File: src/bandwidth_quota_allocator_defines.svh
// ----------------------------------------------------------------------------
// bandwidth quota allocator assertion macros
// shared property forms for the allocator checks, clocked on clk, off in reset
// ----------------------------------------------------------------------------
`ifndef BANDWIDTH_QUOTA_ALLOCATOR_DEFINES_SVH
`define BANDWIDTH_QUOTA_ALLOCATOR_DEFINES_SVH

// same-cycle implication
`define BQA_ASSERT_SAME(lbl, ante, cons, msg) \
    lbl: assert property (@(posedge clk) disable iff (!rst_n) (ante) |-> (cons)) \
        else $error(msg);

// next-cycle implication
`define BQA_ASSERT_NEXT(lbl, ante, cons, msg) \
    lbl: assert property (@(posedge clk) disable iff (!rst_n) (ante) |=> (cons)) \
        else $error(msg);

`endif

File: src/bqa_pkg.sv
// ----------------------------------------------------------------------------
// bqa_pkg
// widths, table sizes, operation and status codes, shared alu types
// ----------------------------------------------------------------------------
package bqa_pkg;

    localparam int FUNC_W      = 3;
    localparam int CLIENT_W    = 4;
    localparam int GROUP_W     = 3;
    localparam int AMT_W       = 32;
    localparam int STATUS_W    = 2;

    localparam int NUM_CLIENTS = 1 << CLIENT_W;
    localparam int NUM_GROUPS  = 1 << GROUP_W;
    localparam int SHARE_DEPTH = NUM_GROUPS * NUM_CLIENTS;
    localparam int ADDR_W      = GROUP_W + CLIENT_W;
    localparam int IDX_W       = (CLIENT_W > GROUP_W) ? CLIENT_W : GROUP_W;

    // client, group, amount_in, keep_group rounded up to whole bytes
    localparam int S_TDATA_W   = ((CLIENT_W + GROUP_W + AMT_W + 1 + 7) / 8) * 8;
    localparam int M_TDATA_W   = ((AMT_W + 7) / 8) * 8;

    localparam logic [FUNC_W-1:0] FN_SET_GROUP     = 3'd0;
    localparam logic [FUNC_W-1:0] FN_ADD_CLIENT    = 3'd1;
    localparam logic [FUNC_W-1:0] FN_REMOVE_CLIENT = 3'd2;
    localparam logic [FUNC_W-1:0] FN_SET_ALLOC     = 3'd3;
    localparam logic [FUNC_W-1:0] FN_GET_ALLOC     = 3'd4;

    localparam logic [STATUS_W-1:0] ST_OK         = 2'd0;
    localparam logic [STATUS_W-1:0] ST_EXISTS     = 2'd1;
    localparam logic [STATUS_W-1:0] ST_BAD_CLIENT = 2'd2;
    localparam logic [STATUS_W-1:0] ST_BAD_GROUP  = 2'd3;

    typedef struct packed {
        logic             sub;
        logic [AMT_W-1:0] a;
        logic [AMT_W-1:0] b;
    } alu_req_t;

    typedef struct packed {
        logic [AMT_W-1:0] value;
        logic             lt;
    } alu_res_t;

endpackage

File: src/bqa_alu.sv
// ----------------------------------------------------------------------------
// bqa_alu
// shared 32-bit add / subtract unit with borrow as unsigned less-than
// ----------------------------------------------------------------------------
module bqa_alu (
    input  bqa_pkg::alu_req_t req,
    output bqa_pkg::alu_res_t res
);

    import bqa_pkg::*;

    logic [AMT_W:0] wide;

    always_comb
    begin
        if (req.sub)
        begin
            wide = {1'b0, req.a} - {1'b0, req.b};
        end
        else
        begin
            wide = {1'b0, req.a} + {1'b0, req.b};
        end
        res.value = wide[AMT_W-1:0];
        // a < b when the subtraction borrows
        res.lt    = req.sub & wide[AMT_W];
    end

endmodule

File: config.mk
export PLATFORM = sky130hd
export DESIGN_NAME = bqa_alu
export DESIGN_NICKNAME = d
export VERILOG_FILES = /design/src/bandwidth_quota_allocator_defines.svh /design/src/bqa_pkg.sv /design/src/bqa_alu.sv
export SDC_FILE = /design/constraint.sdc
export NUM_CORES = 1
export LEC_CHECK = 0
export ABC_AREA = 1
export BUFFER_PORTS_ARGS = -buffer_cell sky130_fd_sc_hd__buf_2
export CAP_MARGIN = 15
export CORE_MARGIN = 3
export CORE_UTILIZATION = 51
export DETAILED_ROUTE_END_ITERATION = 10
export GPL_ROUTABILITY_DRIVEN = 1
export PLACE_DENSITY = 0.82
export SLEW_MARGIN = 15
export SYNTH_ARGS = -nofsm -noshare
export SYNTH_HDL_FRONTEND = slang
export SYNTH_SLANG_ARGS = --single-unit
File: constraint.sdc
create_clock -name vclk -period 3.5
set_input_delay 0.7 -clock vclk [all_inputs]
set_output_delay 0.7 -clock vclk [all_outputs]
set_load 0.005 [all_outputs]
==> results of run 1 <==
-- layer usage --
layer | track usage, % | overflow
met1 | 56.9 | 0
met2 | 79.5 | 7
met3 | 28.7 | 0
met4 | 50.1 | 1
met5 | 6.41 | 0
-- synthesized netlist by cell type --
library cell	instances	area [um^2]
nor2_2	5	31.3
nor2_4	2	22.5
ha_1	33	413
buf_6	1	11.3
a21o_1	1	7.51
nand3b_4	1	20.0
a21oi_1	21	105
inv_1	174	653
a21oi_2	2	17.5
nand3_1	44	220
nand2_2	14	87.6
o21ai_0	9	45.0
xor2_1	37	324
o21bai_1	1	7.51
xnor2_1	1	8.76
and2_1	2	12.5
buf_2	3	15.0
nand2_1	312	1170
fa_1	1	20.0
clkbuf_1	1	3.75
inv_2	2	7.51
o21ai_1	7	35.0
nand3_2	5	50.1
o21ai_2	1	8.76
nor3_2	4	40.0
nor2_1	74	278
-- timing repair --
item | 4_1_cts
gates resized for setup | 112
buffers inserted | 6
hold buffers | 0
setup endpoints to repair | 26
cloned | 0
pin swaps | 41
-- stage by stage --
| step | setup slack [ns] | utilization, % | std cells | instance area, um^2 | setup TNS [ns] |
|---|---|---|---|---|---|
| CTS | -0.133 | 78.0 | 1031 | 5330 | -1.60 |
| detailed placement | -0.296 | 70.2 | 1025 | 4790 | -5.97 |
| global placement | -0.227 | 70.2 | 1025 | 4790 | -4.54 |
| floorplan | 0.110 | - | 758 | 3620 | 0 |
-- logic make-up after synthesis --
family / after synthesis / synth area share [%]
AO/OA/AOI/OAI: 42 / 6.26
AND/OR/NAND/NOR: 463 / 53.5
buffers and inverters: 181 / 19.1
adder cells (fa/ha/maj): 34 / 12.0
XOR/XNOR: 38 / 9.20
==> results.json, run 1 <==
{
  "error": "[ERROR GRT-0232] Routing congestion too high. Check the congestion heatmap in the GUI.",
  "yosys_warnings": 0,
  "grt_use_total_pct": 55.1,
  "yosysSeqAreaShare_pct": 0,
  "rows": 30,
  "synth_fp_nets": 857,
  "fp.dieH_um": 90.2,
  "start_util_pct": 52.9,
  "postGrtWorstEndpoint": "res[29]",
  "portBuffers": 98,
  "worst_endpoint_kind": "primary output",
  "gp_congestion": 1.01,
  "fp.dieW_um": 90.2,
  "syn_area_um2": 3620,
  "stop_stage": "5_1_grt",
  "synthCells": 758,
  "grt_max_degree": 30,
  "status": "aborted with a tool error",
  "synth_area_per_cell_um2": 4.77,
  "synth_cell_types": 26,
  "io_pins": 98,
  "grt-ovfl-total": 8,
  "dp_hpwl_mm": 9.96
}
==> run 2: changes to the inputs <==
--- a/config.mk
+++ b/config.mk
@@ -9,10 +9,10 @@
 export BUFFER_PORTS_ARGS = -buffer_cell sky130_fd_sc_hd__buf_2
 export CAP_MARGIN = 15
 export CORE_MARGIN = 3
-export CORE_UTILIZATION = 51
+export CORE_UTILIZATION = 40
 export DETAILED_ROUTE_END_ITERATION = 10
 export GPL_ROUTABILITY_DRIVEN = 1
-export PLACE_DENSITY = 0.82
+export PLACE_DENSITY_LB_ADDON = 0.15
 export SLEW_MARGIN = 15
 export SYNTH_ARGS = -nofsm -noshare
 export SYNTH_HDL_FRONTEND = slang
==> constraint.sdc (replaced) <==
create_clock -name vclk -period 4.55
set_input_delay 0.91 -clock vclk [all_inputs]
set_output_delay 0.91 -clock vclk [all_outputs]
set_load 0.005 [all_outputs]
==> results.json, run 2 <==
{
  "status": "complete, no violations",
  "gp_congestion": 0.894,
  "hold_path.class": "in -> out",
  "synth_cell_types": 26,
  "synth_area_per_cell_um2": 4.77,
  "report.final.setup_viol": 0,
  "seq_power_share_pct": 0,
  "synth.most_common_cell": "nand2_1",
  "powerDensity_nw_per_um2": 155,
  "ys_top_cells_by_count": "nand2_1 (312), inv_1 (174), nor2_1 (74), nand3_1 (44), xor2_1 (37)",
  "core_um2": 8760,
  "total_power_w": 0.000662,
  "drt-total-wl_mm": 11.3,
  "wl_per_cell_um": 11.7,
  "syn_area_um2": 3620,
  "timing.fmax_mhz": 232,
  "dpl_cell_area_um2": 4230,
  "area_growth_pct": 18.2,
  "cp_num_buf_inv": 4,
  "synth_fp_nets": 857,
  "postCtsHoldBufs": 0,
  "yosys_warnings": 0,
  "grt_first_pass_wirelength_mm": 18.1,
  "start_util_pct": 41.3,
  "comb_power_share_pct": 100.0,
  "drive_gt1_share_pct": 17.0,
  "grt-ovfl-total": 0,
  "rows": 34,
  "yosysTopAreaCell": "nand2_1",
  "fp.dieH_um": 101,
  "dieArea_um2": 10200,
  "antenna_cells": 0,
  "fp.dieW_um": 101,
  "nets": 955,
  "mostFrequentLayoutCells": "nand2_1 (311), inv_1 (174), buf_2 (98)",
  "cpMaxStageDelayCell": "ha_1",
  "cp_cell_sequence": "buf_2, nor2_2, nand3_1, inv_1, nand3_1, nand2_1, nand3_1, xor2_1, ha_1, nand2_1, nand2_1, nand2_1, nand2_1, inv_1, nand2_1, a21oi_1, nand2_1, nand2_1, nand2_1, buf_2",
  "vias_per_cell": 4.70,
  "yosysSeqAreaShare_pct": 0,
  "cp.arrival_ns": 3.39,
  "drc_errors": 0,
  "grt_use_total_pct": 21.3,
  "netlist_top_cells_area": "nand2_1 (32%), inv_1 (18%), ha_1 (11%)",
  "rsz0062_at_grt": "no",
  "p_leak_nw": 2.86,
  "tightest_slew_ns": 0.410,
  "slew_viol_final": 0,
  "ant_nets": 0,
  "crit_path_end_kind": "primary output",
  "worstPathRequired_ns": 3.64,
  "intPower_w": 0.000255,
  "synthCells": 758,
  "crit_family": "simple AND/OR/NAND/NOR gates",
  "grt_max_degree": 19,
  "p_sw_w": 0.000407,
  "fin_crit_sh_pct": 94.5,
  "synth.top_cell.area_share_pct": 32.4,
  "dp_hpwl_mm": 10.1,
  "crit_type": "in -> out",
  "cp-start-kind": "input port",
  "mostFrequentLayoutCell": "nand2_1",
  "nClkBuffers": 0,
  "swShare_pct": 61.5,
  "seq_area_um2": 0,
  "critPathMaxStageDelay_ns": 0.35,
  "finalSetupTns_ns": 0,
  "drv_cap": 0,
  "ir_worst_vdd_uv": 62.3,
  "timing.final.crit_period_ns": 4.30,
  "slew_headroom_pct": 72.4,
  "cp_max_fo": 5,
  "portBuffers": 98,
  "io_pins": 98,
  "seq_cells": 0,
  "dr_total_vias": 4518,
  "first_iter_violations": 216,
  "grt_pass1_vias": 4164,
  "power_frac_clock_pct": 0,
  "hold_viol_final": 0,
  "antenna_found_initial": 0,
  "crit_path_frequent_cell": "nand2_1",
  "postLayoutCoreUtil_pct": 48.8,
  "drt_first_pass_iters": 5,
  "stdcell_area_um2": 4270
}
==> run 2: final timing paths <==
path | slack (ns) | from | depth (start not counted) | to
setup / recovery | 0.25 | req[7] | 20 | res[27]
hold / removal | 2.18 | req[0] | 4 | res[1]
==> run 2: repair_timing <==
action,CTS,global route
setup buffers,0,0
resized for setup,0,10
endpoints found under the setup margin,0,14
==> run 2: final cells by class <==
cell class | instances | area, um^2
Fill cell | 1012 | 4490
Inverter | 176 | 661
Multi-Input combinational cell | 577 | 2970
Tap cell | 108 | 135
Timing Repair Buffer | 101 | 513
==> run 2: worst min-delay path: stages <==
cell and delay (ns):
buf_2 0.09, ha_1 0.12, inv_1 0.03, buf_2 0.11
==> run 2: cell families (layout without fill, tap and decap cells) <==
group	after synthesis	in the layout	synth area share, %
AOI/OAI and AO/OA	42	42	6.26
and+or+nand+nor	463	463	53.5
xor gates and xnor gates	38	38	9.20
adders and majority gates	34	34	12.0
buffers and inverters	181	277	19.1
==> run 2: power by group through the flow <==
stage	Sequential (W)	Clock, W	Combinational, W
after floorplan	0	0	0.000436
after global placement	0	0	0.000647
after detailed placement	0	0	0.000653
after CTS	0	0	0.000655
after global routing	0	0	0.000753
final	0	0	0.000662
==> run 2: through the flow <==
step,std cells,worst slack (ns),hold WS [ns]
2_1_floorplan,758,0.740,1.96
3_3_place_gp,962,0.263,2.17
3_5_place_dp,962,0.212,2.19
4_1_cts,962,0.207,2.19
5_1_grt,962,0.00603,2.21
6_report,962,0.249,2.18
==> run 2: layer usage <==
layer / GRT usage (%) / vias up / part of all wire (%)
li1: - / 2432 / -
met1: 29.8 / 1937 / 47
met2: 37.1 / 138 / 46
met3: 0.900 / 11 / 5.6
met4: 2.76 / 0 / 1.4
met5: 0 / - / 0
Note: power is estimated with default switching activity, not from simulation.
==> run 3: changes to the inputs <==
--- a/config.mk
+++ b/config.mk
@@ -12,6 +12,7 @@
 export CORE_UTILIZATION = 40
 export DETAILED_ROUTE_END_ITERATION = 10
 export GPL_ROUTABILITY_DRIVEN = 1
+export MAX_ROUTING_LAYER = met4
 export PLACE_DENSITY_LB_ADDON = 0.15
 export SLEW_MARGIN = 15
 export SYNTH_ARGS = -nofsm -noshare
==> results.json, run 3 (synthesis gave the netlist of run 2 again) <==
{
  "grt_first_pass_wirelength_mm": 17.8,
  "core_um2": 8760,
  "antenna_found_initial": 0,
  "cp_num_buf_inv": 3,
  "hold_path.class": "in -> out",
  "fin_crit_sh_pct": 95.3,
  "cp.arrival_ns": 3.42,
  "crit_path_frequent_cell": "nand2_1",
  "dr_total_vias": 4453,
  "cp_max_fo": 5,
  "report.final.setup_viol": 0,
  "hold_viol_final": 0,
  "vias_per_cell": 4.63,
  "cp-start-kind": "input port",
  "first_iter_violations": 134,
  "crit_path_end_kind": "primary output",
  "io_pins": 98,
  "timing.fmax_mhz": 231,
  "rsz0062_at_grt": "yes",
  "drc_errors": 0,
  "cpMaxStageDelayCell": "ha_1",
  "nets": 955,
  "rows": 34,
  "grt_pass1_vias": 3972,
  "drt_first_pass_iters": 5,
  "worstPathRequired_ns": 3.64,
  "timing.final.crit_period_ns": 4.33,
  "cp_cell_sequence": "buf_2, nor2_2, nand3_1, inv_1, nand3_1, nand2_1, nand3_1, xor2_1, ha_1, nand2_1, nor2_1, nand2_1, nor2_1, nand2_1, nand2_1, nand2_1, nand2_1, buf_2",
  "fp.dieW_um": 101,
  "portBuffers": 98,
  "drt-total-wl_mm": 11.1,
  "dieArea_um2": 10200,
  "seq_cells": 0,
  "tightest_slew_ns": 0.358,
  "crit_family": "simple AND/OR/NAND/NOR gates",
  "finalSetupTns_ns": 0,
  "drv_cap": 0,
  "ant_nets": 0,
  "crit_type": "in -> out",
  "critPathMaxStageDelay_ns": 0.39,
  "fp.dieH_um": 101,
  "grt_max_degree": 24,
  "grt_use_total_pct": 21.7,
  "wl_per_cell_um": 11.6,
  "gp_congestion": 0.895,
  "powerDensity_nw_per_um2": 155,
  "mostFrequentLayoutCell": "nand2_1",
  "ir_worst_vdd_uv": 53.0,
  "postLayoutCoreUtil_pct": 48.6,
  "grt-ovfl-total": 0,
  "slew_viol_final": 0,
  "p_leak_nw": 2.86,
  "status": "complete, no violations",
  "drive_gt1_share_pct": 16.7,
  "fin_cells": 962,
  "area_growth_pct": 17.9,
  "start_util_pct": 41.3,
  "nClkBuffers": 0,
  "total_power_w": 0.000660,
  "seq_area_um2": 0,
  "postCtsHoldBufs": 0,
  "mostFrequentLayoutCells": "nand2_1 (310), inv_1 (174), buf_2 (98)",
  "placed_cells": 961,
  "antenna_cells": 0,
  "slew_headroom_pct": 75.9,
  "dp_hpwl_mm": 10.1
}
run 3: cell counts in the layout (fill, tap and decap cells not counted):
No cell type changed its count.
run 3: layer usage:
| metal | GRT usage (%) | routed length (um) | vias to the layer above |
|---|---|---|---|
| li1 | - | - | 2431 |
| met1 | 30.0 | 5430 | 1893 |
| met2 | 36.8 | 5030 | 121 |
| met3 | 0.138 | 529 | 8 |
| met4 | 2.25 | 150 | 0 |
| met5 | - | 0 | - |
run 3: final timing paths:
kind | from | endpoint | slack, ns | depth (start not counted)
worst max-delay path | req[7] | res[27] | 0.22 | 18
worst min-delay path | req[0] | res[1] | 2.17 | 4
run 3: power by group:
| part | switching [W] | internal [W] | total (W) |
|---|---|---|---|
| Combinational | 0.000406 | 0.000254 | 0.000660 |
| Clock | 0 | 0 | 0 |
| Sequential | 0 | 0 | 0 |
| Total | 0.000406 | 0.000254 | 0.000660 |
run 3: cell type report:
type / count / area, um^2
Fill cell: 1026 / 4500
Multi-Input combinational cell: 577 / 2940
Inverter: 176 / 661
Timing Repair Buffer: 101 / 526
Tap cell: 108 / 135
run 3: per-stage QoR:
step | area, um^2 | setup slack, ns | hold slack, ns
floorplan | 3620 | 0.740 | 1.96
global placement | 4240 | 0.251 | 2.17
detailed placement | 4240 | 0.183 | 2.18
CTS | 4240 | 0.181 | 2.18
global route | 4260 | -0.0168 | 2.21
finish | 4260 | 0.216 | 2.17
run 3: timing repair:
item                       CTS  global route
buffers inserted             0             1
setup endpoints to repair    0             5
resized for setup            0             6
==> run 4: changes to the inputs <==
--- a/config.mk
+++ b/config.mk
@@ -9,7 +9,7 @@
 export BUFFER_PORTS_ARGS = -buffer_cell sky130_fd_sc_hd__buf_2
 export CAP_MARGIN = 15
 export CORE_MARGIN = 3
-export CORE_UTILIZATION = 40
+export CORE_UTILIZATION = 35
 export DETAILED_ROUTE_END_ITERATION = 10
 export GPL_ROUTABILITY_DRIVEN = 1
 export MAX_ROUTING_LAYER = met4
==> results.json, run 4 (synthesis gave the netlist of run 2 again) <==
{
  "status": "complete, no violations",
  "cp.arrival_ns": 3.41,
  "timing.fmax_mhz": 231,
  "cp-start-kind": "input port",
  "vias_per_cell": 4.45,
  "grt_use_total_pct": 19.6,
  "first_iter_violations": 174,
  "grt_pass1_vias": 4015,
  "report.final.setup_viol": 0,
  "p_leak_nw": 2.85,
  "cp_num_buf_inv": 4,
  "mostFrequentLayoutCells": "nand2_1 (309), inv_1 (174), buf_2 (98)",
  "stdcell_area_um2": 4310,
  "dp_hpwl_mm": 10.1,
  "io_pins": 98,
  "crit_family": "simple AND/OR/NAND/NOR gates",
  "fillers": 1219,
  "nClkBuffers": 0,
  "cpMaxStageDelayCell": "ha_1",
  "drt_first_pass_iters": 5,
  "area_growth_pct": 19.2,
  "grt-ovfl-total": 0,
  "fp.dieW_um": 108,
  "core_um2": 9910,
  "critPathMaxStageDelay_ns": 0.38,
  "gp_congestion": 0.902,
  "seq_area_um2": 0,
  "hold_viol_final": 0,
  "crit_type": "in -> out",
  "slew_viol_final": 0,
  "dpl_cell_area_um2": 4260,
  "powerDensity_nw_per_um2": 154,
  "fin_crit_sh_pct": 95.0,
  "wl_per_cell_um": 11.3,
  "fp.dieH_um": 108,
  "cp_cell_sequence": "buf_2, nor2_2, nand3_1, inv_1, nand3_1, nand2_1, nand3_1, xor2_2, ha_1, nand2_1, nor2_2, inv_1, nor3_2, nand3_1, nand2_1, nor2_1, buf_2",
  "antenna_found_initial": 0,
  "hold_path.class": "in -> out",
  "ant_nets": 0,
  "tightest_slew_ns": 0.366,
  "postLayoutCoreUtil_pct": 43.5,
  "start_util_pct": 36.5,
  "cp_max_fo": 5,
  "timing.final.crit_period_ns": 4.32,
  "drc_errors": 0,
  "crit_path_end_kind": "primary output",
  "rows": 36,
  "timing.hold.ws_ns": 2.18,
  "seq_cells": 0,
  "ir_worst_vdd_uv": 55.0,
  "finalSetupTns_ns": 0,
  "mostFrequentLayoutCell": "nand2_1",
  "grt_max_degree": 24,
  "drv_cap": 0,
  "dr_total_vias": 4385,
  "slew_headroom_pct": 75.3,
  "placed_cells": 986,
  "cts_setup_buffers": 0,
  "dieArea_um2": 11600,
  "grt_first_pass_wirelength_mm": 18.3,
  "drive_gt1_share_pct": 17.6,
  "drt-total-wl_mm": 11.2,
  "crit_path_frequent_cell": "nand3_1",
  "postCtsHoldBufs": 0,
  "antenna_cells": 0,
  "nets": 954,
  "portBuffers": 98,
  "fin_cells": 986,
  "worstPathRequired_ns": 3.64
}
## run 4: repair_timing
action	in CTS	in global routing
endpoints found under the setup margin	0	13
gates resized for setup	0	15
endpoints found under the hold margin	0	0
## run 4: cell type report
class | count | area, um^2 | area share (%)
Timing Repair Buffer | 100 | 505 | 11.7
Multi-Input combinational cell | 577 | 2980 | 69.1
Inverter | 176 | 661 | 15.3
Tap cell | 133 | 166 | 3.86
## run 4: metrics by stage
stage / power, W / setup slack (ns)
2_1_floorplan: 0.000436 / 0.740
3_3_place_gp: 0.000655 / 0.237
3_5_place_dp: 0.000655 / 0.202
4_1_cts: 0.000657 / 0.200
5_1_grt: 0.000761 / -0.00798
6_report: 0.000664 / 0.229
## run 4: per-layer routing
metal	GRT usage, %	vias to the layer above	share of wire (%)
li1	-	2433	-
met1	27.8	1836	51
met2	32.9	110	44
met3	0.180	6	4.0
met4	1.71	0	0.93
met5	-	-	0
## run 4: worst paths after layout
path,start,end,slack [ns],depth (start not counted)
min,req[0],res[1],2.18,4
max,req[7],res[0],0.23,17
## run 4: report_power, final
part,switching (W),internal [W]
Clock,0,0
Combinational,0.000407,0.000257
Sequential,0,0
